[src/hdl/dpm_pkg.sv]
// shared types, constants and the decay table function of the density peak block
package dpm_pkg;

    localparam int RESULT_LIMIT = 64;
    localparam int COORD_W      = 16;
    localparam int ENERGY_W     = 16;
    localparam int DENS_W       = 32;
    localparam int CUT_W        = 11;
    localparam int D2_W         = 33;
    localparam int ROOT_W       = 17;
    localparam int DELTA_W      = 16;
    localparam int NUM_W        = 8;
    localparam int CUT_RESET    = 512;

    typedef struct packed {
        logic [COORD_W-1:0]  x;
        logic [COORD_W-1:0]  y;
        logic [ENERGY_W-1:0] e;
        logic [DENS_W-1:0]   dens;
    } t_hit;

    // one cell update request from the sequencer
    typedef struct packed {
        logic rotate;
        logic load;
        logic dens_wr;
    } t_cell_ctl;

    typedef enum logic [3:0] {
        ST_LOAD,
        ST_DN_PREP,
        ST_DN_MUL,
        ST_DN_SUM,
        ST_DN_CUT,
        ST_DN_SQW,
        ST_DN_LUT,
        ST_DN_ACC,
        ST_DN_ROT,
        ST_DN_WR,
        ST_PK_ROT,
        ST_DL_PREP,
        ST_DL_MUL,
        ST_DL_SUM,
        ST_DL_SQW,
        ST_EMIT
    } t_state;

    // exp(-16y) in q0.16 from y in q1.31, series then four squarings
    function automatic logic [15:0] decay_from_y(input logic [63:0] y);
        logic [63:0] s;
        logic [63:0] term;
        s    = 64'd1 << 31;
        term = 64'd1 << 31;
        term = ((term * y) >> 31);      s = s - term;
        term = ((term * y) >> 31) / 2;  s = s + term;
        term = ((term * y) >> 31) / 3;  s = s - term;
        term = ((term * y) >> 31) / 4;  s = s + term;
        term = ((term * y) >> 31) / 5;  s = s - term;
        term = ((term * y) >> 31) / 6;  s = s + term;
        term = ((term * y) >> 31) / 7;  s = s - term;
        term = ((term * y) >> 31) / 8;  s = s + term;
        term = ((term * y) >> 31) / 9;  s = s - term;
        term = ((term * y) >> 31) / 10; s = s + term;
        s = (s * s) >> 31;
        s = (s * s) >> 31;
        s = (s * s) >> 31;
        s = (s * s) >> 31;
        s = (s + (64'd1 << 14)) >> 15;
        return (s > 64'd65535) ? 16'hFFFF : s[15:0];
    endfunction

endpackage

[src/hdl/dpm_cell.sv]
// one storage cell of the hit ring
module dpm_cell (
    input  logic              i_clk,
    input  dpm_pkg::t_cell_ctl i_ctl,
    input  dpm_pkg::t_hit     i_next,
    input  dpm_pkg::t_hit     i_load,
    input  logic [dpm_pkg::DENS_W-1:0] i_dens,
    output dpm_pkg::t_hit     o_hit
);
    import dpm_pkg::*;

    t_hit r_hit;

    always_ff @(posedge i_clk) begin
        if (i_ctl.rotate) begin
            r_hit <= i_next;
        end else if (i_ctl.load) begin
            r_hit <= i_load;
        end else if (i_ctl.dens_wr) begin
            r_hit.dens <= i_dens;
        end
    end

    assign o_hit = r_hit;
endmodule

[config.mk]
export PLATFORM = sky130hd
export DESIGN_NAME = dpm_cell
export DESIGN_NICKNAME = d
export VERILOG_FILES = /design/src/hdl/dpm_pkg.sv /design/src/hdl/dpm_cell.sv
export SDC_FILE = /design/constraint.sdc
export NUM_CORES = 1
export LEC_CHECK = 0
export ABC_AREA = 1
export BUFFER_PORTS_ARGS = -buffer_cell sky130_fd_sc_hd__buf_4
export CAP_MARGIN = 20
export CORE_ASPECT_RATIO = 0.5
export CORE_UTILIZATION = 42
export CTS_CLUSTER_DIAMETER = 50
export DETAILED_ROUTE_END_ITERATION = 6
export PLACE_DENSITY_LB_ADDON = 0.05
export SKIP_LAST_GASP = 1
export SYNTH_ARGS = -nofsm -noshare
export SYNTH_HDL_FRONTEND = slang
export SYNTH_SLANG_ARGS = --single-unit
export TNS_END_PERCENT = 1
[constraint.sdc]
create_clock -name i_clk -period 3.15 [get_ports i_clk]
set_input_delay 0.315 -clock i_clk [delete_from_list [all_inputs] [get_ports i_clk]]
set_output_delay 0.315 -clock i_clk [all_outputs]
set_load 0.03 [all_outputs]
==> flow_metrics.py <==
metrics = {
    "grt": {
        "grt_pass1_vias": 3592,
        "grt_max_degree": 82,
        "overflow": 0,
        "grt_pass1_wl_mm": 16.6,
        "grt_usage_pct": 21.7,
        "antenna_found_initial": 0,
    },
    "die": {
        "die_h_um": 71.3,
        "rows": 24,
        "ioPinCount": 276,
        "coreArea_mm2": 0.00901,
        "die_area_mm2": 0.0100,
        "dieWidth_um": 141,
        "initial_core_util_pct": 44.7,
    },
    "cts": {
        "cts_inserted_buffers": 9,
        "cts_tree": "done",
        "cts_root_buf": "clkbuf_16",
        "cts_hold_buf": 0,
        "cts_setup_buffers": 0,
        "cts.sinks": 80,
        "htreeDepth": 3,
        "path_clk_slew_ns": 0.06,
        "cts_resized": 0,
        "clockBufferDepth": 2,
    },
    "sta": {
        "max_freq_mhz": 643,
        "worstMarginPinSlew_ns": 0.810,
        "hold_viol_final": 0,
        "finalCritPeriodShare_pct": 49.4,
        "setup-tns-final_ns": 0,
        "max_slew_margin_pct": 46.0,
        "fin_crit_ns": 1.55,
        "setup_viol": 0,
        "setup_ws_ns": 1.60,
        "drv_slew": 0,
        "grt_setup_unrepaired": "false",
    },
    "layout": {
        "n_antenna_cell": 0,
        "largest_reg_flops": 80,
        "final_cell_area_mm2": 0.00643,
        "drive_above_1_share_pct": 39.7,
        "fillers": 719,
        "area_growth_pct": 59.5,
        "fin_nets": 937,
    },
    "yosys": {
        "ys_seq_elements": 80,
        "yosysUniqueCellTypes": 10,
        "syn_inst": 476,
        "netlist_area_mm2": 0.00403,
        "ys_seq_area_share_pct": 59.6,
        "syn_nets": 672,
        "avgSynthCellArea_um2": 8.47,
        "yosys_warnings": 0,
    },
    "hold_path": {
        "hold_end": "o_hit[77]$_DFFE_PP_",
        "min_path_cells": 3,
        "hold_path.class": "primary input to flop",
        "worstHoldStart": "i_load[77]",
    },
    "setup_path": {
        "critical-path-max-stage-delay_ns": 0.50,
        "cp_slowest_cell": "buf_4",
        "path_cells": "buf_4 -> inv_4 -> nand2_2 -> buf_4",
        "path_max_fanout": 48,
        "path_class": "primary input to flop",
        "cp_common_cell": "buf_4",
        "worstSetupEndpointType": "flop",
        "crit_required_ns": 3.11,
        "cp.arrival_ns": 1.52,
        "crit_path_start_kind": "primary input",
    },
    "power": {
        "power_frac_seq_pct": 40.4,
        "irDropWorstVdd_v": 0.000356,
        "leakage_nw": 3.52,
        "power_density_mw_per_mm2": 517,
        "p_comb_share_pct": 24.4,
        "p_sw_mw": 0.882,
        "switching_share_pct": 26.6,
        "clock_power_share_pct": 35.2,
        "power_mw": 3.32,
        "p_int_mw": 2.44,
    },
    "routing": {
        "postRouteAntennaNets": 0,
        "first_iter_violations": 156,
        "vias": 3856,
        "drcViolationCount": 0,
        "routed_via_density": 4.47,
        "drt_wl_total_mm": 11.0,
        "first_pass_iters": 4,
        "wl_per_cell_um": 12.7,
    },
    "placed_design": {
        "placed_area_mm2": 0.00608,
        "post-dp-hpwl_mm": 8.00,
        "place_worst_setup_slack_ns": 1.26,
        "io_buffers": 275,
        "gp_congestion": 0.801,
    },
    "flow_run": {
        "max-cap-violations": 0,
    },
    "status": {
        "status": "completed",
    },
}
==> per-layer routing <==
layer  routed length [um]  GRT usage (%)
met1                 4130           22.6
met2                 5870           42.4
met4                  191           6.52
met5                    0              0
met3                  791           6.95
==> cell type report <==
class / instances / area, um2 / share of cell area [%]
Timing Repair Buffer: 278 / 2090 / 32.5
Multi-Input combinational cell: 306 / 1190 / 18.6
Sequential cell: 80 / 2400 / 37.4
Clock buffer: 10 / 229 / 3.56
Inverter: 66 / 255 / 3.97
Tap cell: 117 / 146 / 2.28
Clock inverter: 6 / 115 / 1.79
==> metrics by stage <==
stage          std cells  hold WS (ns)  utilization, %
6_report             863         0.253            71.4
5_1_grt              863         0.246            71.4
4_1_cts              863         0.245            71.4
3_5_place_dp         847         0.583            67.5
3_3_place_gp         847         0.576            67.5
2_1_floorplan        476         0.494               -
==> placed cells by master (no fill, tap or decap) <==
cell,Yosys,layout
nand2_1,273,272
clkbuf_16,0,9
inv_6,1,3
inv_4,1,1
inv_1,64,64
bufinv_16,0,3
clkbuf_1,0,1
nand3_1,32,32
edfxtp_1,80,80
nand2_2,0,1
buf_4,10,278
or2_1,1,1
clkinvlp_4,0,1
==> critical path, delay by kind of cell <==
family                 cells  cell delay [ns]
and+or+nand+nor            1             0.13
buffers and inverters      3             1.04
==> synthesized netlist by cell type, drive strengths merged <==
master    n  area (um2)
nand2   273        1020
edfxtp   80        2400
inv      66         255
nand3    32         160
buf      24         183
or2       1        6.26
==> power groups by stage <==
stage | combinational [mW] | sequential [mW] | clock [mW]
2_1_floorplan | 0.171 | 1.62 | 0
3_3_place_gp | 0.809 | 1.36 | 0
3_5_place_dp | 0.816 | 1.37 | 0
4_1_cts | 0.818 | 1.34 | 1.19
5_1_grt | 0.863 | 1.35 | 1.23
6_report | 0.809 | 1.34 | 1.17
==> worst max-delay path by stage <==
stage             start             endpoint  slack [ns]  cells past startpoint
3_3_place_gp   i_ctl[1]  o_hit[47]$_DFFE_PP_        1.27                      4
4_1_cts        i_ctl[1]  o_hit[62]$_DFFE_PP_        1.60                      4
2_1_floorplan  i_ctl[2]   o_hit[0]$_DFFE_PP_        0.36                      4
3_5_place_dp   i_ctl[1]  o_hit[60]$_DFFE_PP_        1.26                      4
6_report       i_ctl[1]  o_hit[47]$_DFFE_PP_        1.60                      4
5_1_grt        i_ctl[1]  o_hit[38]$_DFFE_PP_        1.50                      4
==> cells by family after synthesis <==
logic type | Yosys count | share of synthesized area [%]
buffers and inverters | 90 | 10.9
and+or+nand+nor | 306 | 29.5
DFF | 80 | 59.6
No activity file was read; power rests on OpenSTA's default activity.
