## src/hdl/dpm_pkg.sv

```systemverilog
// shared types, constants and the decay table function of the density peak block
package dpm_pkg;

    localparam int RESULT_LIMIT = 64;
    localparam int COORD_W      = 16;
    localparam int ENERGY_W     = 16;
    localparam int DENS_W       = 32;
    localparam int CUT_W        = 11;
    localparam int D2_W         = 33;
    localparam int ROOT_W       = 17;
    localparam int DELTA_W      = 16;
    localparam int NUM_W        = 8;
    localparam int CUT_RESET    = 512;

    typedef struct packed {
        logic [COORD_W-1:0]  x;
        logic [COORD_W-1:0]  y;
        logic [ENERGY_W-1:0] e;
        logic [DENS_W-1:0]   dens;
    } t_hit;

    // one cell update request from the sequencer
    typedef struct packed {
        logic rotate;
        logic load;
        logic dens_wr;
    } t_cell_ctl;

    typedef enum logic [3:0] {
        ST_LOAD,
        ST_DN_PREP,
        ST_DN_MUL,
        ST_DN_SUM,
        ST_DN_CUT,
        ST_DN_SQW,
        ST_DN_LUT,
        ST_DN_ACC,
        ST_DN_ROT,
        ST_DN_WR,
        ST_PK_ROT,
        ST_DL_PREP,
        ST_DL_MUL,
        ST_DL_SUM,
        ST_DL_SQW,
        ST_EMIT
    } t_state;

    // exp(-16y) in q0.16 from y in q1.31, series then four squarings
    function automatic logic [15:0] decay_from_y(input logic [63:0] y);
        logic [63:0] s;
        logic [63:0] term;
        s    = 64'd1 << 31;
        term = 64'd1 << 31;
        term = ((term * y) >> 31);      s = s - term;
        term = ((term * y) >> 31) / 2;  s = s + term;
        term = ((term * y) >> 31) / 3;  s = s - term;
        term = ((term * y) >> 31) / 4;  s = s + term;
        term = ((term * y) >> 31) / 5;  s = s - term;
        term = ((term * y) >> 31) / 6;  s = s + term;
        term = ((term * y) >> 31) / 7;  s = s - term;
        term = ((term * y) >> 31) / 8;  s = s + term;
        term = ((term * y) >> 31) / 9;  s = s - term;
        term = ((term * y) >> 31) / 10; s = s + term;
        s = (s * s) >> 31;
        s = (s * s) >> 31;
        s = (s * s) >> 31;
        s = (s * s) >> 31;
        s = (s + (64'd1 << 14)) >> 15;
        return (s > 64'd65535) ? 16'hFFFF : s[15:0];
    endfunction

endpackage

```

## src/hdl/dpm_isqrt.sv

```systemverilog
// bit serial integer square root, one result bit per cycle
module dpm_isqrt (
    input  logic                       i_clk,
    input  logic                       i_rst_n,
    input  logic                       i_start,
    input  logic [dpm_pkg::D2_W-1:0]   i_value,
    output logic                       o_done,
    output logic [dpm_pkg::ROOT_W-1:0] o_root
);
    import dpm_pkg::*;

    logic [2*ROOT_W-1:0] r_v, n_v;
    logic [ROOT_W+1:0]   r_rem, n_rem;
    logic [ROOT_W-1:0]   r_root, n_root;
    logic [4:0]          r_cnt;
    logic                r_busy;
    logic                r_done;
    logic [ROOT_W+1:0]   w_rem2;
    logic [ROOT_W+1:0]   w_trial;

    always_comb begin
        w_rem2  = {r_rem[ROOT_W-1:0], r_v[2*ROOT_W-1 -: 2]};
        w_trial = {r_root, 2'b01};
        n_v     = {r_v[2*ROOT_W-3:0], 2'b00};
        if (w_rem2 >= w_trial) begin
            n_rem  = w_rem2 - w_trial;
            n_root = {r_root[ROOT_W-2:0], 1'b1};
        end else begin
            n_rem  = w_rem2;
            n_root = {r_root[ROOT_W-2:0], 1'b0};
        end
    end

    always_ff @(posedge i_clk) begin
        if (!i_rst_n) begin
            r_busy <= 1'b0;
            r_done <= 1'b0;
            r_cnt  <= '0;
        end else begin
            r_done <= 1'b0;
            if (i_start) begin
                r_busy <= 1'b1;
                r_cnt  <= '0;
                r_v    <= {1'b0, i_value};
                r_rem  <= '0;
                r_root <= '0;
            end else if (r_busy) begin
                r_v    <= n_v;
                r_rem  <= n_rem;
                r_root <= n_root;
                r_cnt  <= r_cnt + 5'd1;
                if (r_cnt == 5'(ROOT_W - 1)) begin
                    r_busy <= 1'b0;
                    r_done <= 1'b1;
                end
            end
        end
    end

    assign o_done = r_done;
    assign o_root = r_root;
endmodule

```

## config.mk

```make
export PLATFORM = sky130hd
export DESIGN_NAME = dpm_isqrt
export DESIGN_NICKNAME = d
export VERILOG_FILES = /design/src/hdl/dpm_pkg.sv /design/src/hdl/dpm_isqrt.sv
export SDC_FILE = /design/constraint.sdc
export NUM_CORES = 1
export LEC_CHECK = 0
export ABC_AREA = 1
export BUFFER_PORTS_ARGS = -buffer_cell sky130_fd_sc_hd__buf_4
export CORE_MARGIN = 2
export CORE_UTILIZATION = 40
export DETAILED_ROUTE_END_ITERATION = 10
export GPL_TIMING_DRIVEN = 0
export PLACE_DENSITY = 0.68
export SLEW_MARGIN = 20
export SYNTH_ARGS = -nofsm -noshare
export SYNTH_HDL_FRONTEND = slang
export SYNTH_SLANG_ARGS = --single-unit
```

## constraint.sdc

```tcl
create_clock -name i_clk -period 7 [get_ports i_clk]
set_input_delay 1.4 -clock i_clk [delete_from_list [all_inputs] [get_ports i_clk]]
set_output_delay 1.4 -clock i_clk [all_outputs]
set_load 0.03 [all_outputs]
```

==> results.toml <==
[synth]
muxShareOfSynthArea_pct = 0
syn-mean-instance-area_um2 = 7.80
synth_area_leaders = "edfxtp_1 45%, nand2_1 20%, inv_1 7.0%"
yosysSeqAreaShare_pct = 48.6
synth_top_family_by_area = "simple AND/OR/NAND/NOR gates"
synthArstFlopShare_pct = 0
synth.distinct_cells = 29
synth-xor-area-share_pct = 1.17
synth_edf_count = 68
synth_cells = 576
ys.flop_type = "edfxtp_1"
ys_seq_elements = 75
synth_area_um2 = 4490
yosys.area_share.simple_pct = 30.6
synth_compound_area_share_pct = 2.26
yosys.area.top_type = "edfxtp_1"
synth_top_area_share_pct = 45.4
ys_warn_count = 0
synthesis.nets = 633
synth_fa_ha_area_share_pct = 5.85

[global_routing]
grt_pass1_wl_um = 15400
antenna_found_initial = 0
grt_max_degree = 24
first_global_vias = 3461
overflow = 0
grt_usage_pct = 16.3

[clocking]
hold_buffers = 0
cts_resized = 0
clkSinkCount = 75
cts_tree = "built"
clk_latency_ns = 0.36
cts_root_buffer = "clkbuf_8"
cts_inserted_buffers = 9
clkTransAtPathRegs_ns = 0.08
cts_setup_buffers = 0
clk_path_buf_depth = 2
htreeDepth = 3

[setup_path]
rrSetupSlack_ns = 4.82
critPathArrivalTime_ns = 2.89
crit_fanout = 20
crit_required_ns = 7.07
cp-end-kind = "register"
crit_type = "primary input to register"
cp-start-kind = "primary input"

[final_layout]
fill_cells = 1051
fin_area_um2 = 5350
area_growth_pct = 19.0
final_util_pct = 49.1
layout_commonest_cell = "nand2_1"
drive_gt1_share_pct = 16.5
nets = 699
diodes = 0
mostFrequentLayoutCells = "237 x nand2_1, 84 x inv_1, 69 x buf_4"

[pwr]
comb_power_share_pct = 24.1
clock_power_share_pct = 29.7
p_seq_share_pct = 46.2
power_switching_uw = 363
p_per_area_nw_per_um2 = 219
sw_frac_of_total_pct = 31.0
power.total_mw = 1.17
leakagePower_nw = 2.69
p_int_uw = 808
irDropWorstVdd_v = 0.000102

[place]
placement.cell_area_um2 = 5140
place_congestion = 0.879
port_buffers = 52
dp_hpwl_um = 6920

[detailed_routing]
firstDrtPassIters = 4
vias_per_cell = 4.56
wl_per_cell_um = 11.3
drtAntennaViolNets = 0
drt-initial-drc-count = 177
drc_errors = 0
vias = 3585
drt-total-wl_um = 8920

[sta]
finClkSkew_ns = 0.0113
hold_viol = 0
fmax_mhz = 355
period_needed_ns = 2.82
timing.final.max_slew_violations = 0
rsz0062_at_grt = "false"
worstMarginPinSlew_ns = 0.586
setup_viol_count_final = 0
whs_ns = 0.460
max_slew_margin_pct = 60.8
finalCritPeriodShare_pct = 40.3

[job]
drv_cap = 0

[floorplanning]
dieHeight_um = 110
core_um2 = 10900
row_count = 38
ios = 54
start_util_pct = 41.3
die_w_um = 110
die_area_um2 = 12100

[outcome]
status = "complete, no violations"

[min_path]
min_path_type = "register to register"
## worst max-delay path, cell delays in order
cell and delay [ns]:
clkbuf_1 0.30, inv_1 0.21, a21oi_4 0.55, buf_8 0.25, buf_16 0.18
## worst paths after layout
| check | startpoint | to | depth (start not counted) |
|---|---|---|---|
| setup / recovery | i_start | o_root[15] | 5 |
| hold / removal | r_cnt[4] | r_cnt[4] | 1 |
| setup reg to reg | r_rem[9] | r_rem[14] | 10 |
| hold reg to reg | r_cnt[4] | r_cnt[4] | 1 |
## metrics by stage
step / setup TNS, ns / setup slack, ns / std cells
6_report: 0 / 4.18 / 787
5_1_grt: 0 / 4.04 / 787
4_1_cts: 0 / 4.15 / 787
3_5_place_dp: 0 / 3.76 / 771
3_3_place_gp: -19.51 / -0.447 / 768
2_1_floorplan: 0 / 1.35 / 576
## Yosys cell counts, types with 5 or more instances
| cell | instances |
|---|---|
| nand2_1 | 237 |
| inv_1 | 84 |
| edfxtp_1 | 68 |
| nor2_1 | 62 |
| ha_1 | 21 |
| buf_4 | 17 |
| a21oi_1 | 15 |
| nand3_1 | 14 |
| clkbuf_1 | 8 |
| dfxtp_1 | 7 |
| nor2_2 | 5 |
| nor3_1 | 5 |
## registers in the layout, summed over array words and instances (netlist names)
| signal | flops |
|---|---|
| o_done | 1 |
| o_root | 17 |
| r_busy | 1 |
| r_cnt | 5 |
| r_rem | 17 |
| r_v | 34 |
## cells by family after synthesis
family	count (synthesis)
AO/OA/AOI/OAI	20
XOR/XNOR	6
adder cells (fa/ha/maj)	21
buffers and inverters	115
flip-flops	75
AND/OR/NAND/NOR	339
## power groups by stage
| stage | Combinational (mW) | Clock [mW] | Sequential [mW] |
|---|---|---|---|
| global placement | 0.272 | 0 | 0.554 |
| finish | 0.283 | 0.348 | 0.541 |
| detailed placement | 0.284 | 0 | 0.551 |
| global route | 0.325 | 0.379 | 0.544 |
| floorplan | 0.205 | 0 | 0.550 |
| CTS | 0.284 | 0.359 | 0.541 |
## layout make-up
type	count	area (um^2)	share of cell area, %
Tap cell	140	175	3.27
Inverter	85	319	5.96
Clock buffer	9	124	2.32
Clock inverter	7	83.8	1.57
Timing Repair Buffer	55	460	8.61
Buffer	30	200	3.74
Multi-Input combinational cell	386	1800	33.7
Sequential cell	75	2180	40.8
## layer usage
metal / vias to the layer above / track usage [%] / wire (um)
met3: 11 / 2.88 / 426
met5: - / 0 / 0
met1: 1587 / 20.8 / 4120
met4: 0 / 6.33 / 140
met2: 83 / 27.5 / 4230
li1: 1904 / - / -
No activity file was read; power rests on OpenSTA's default activity.
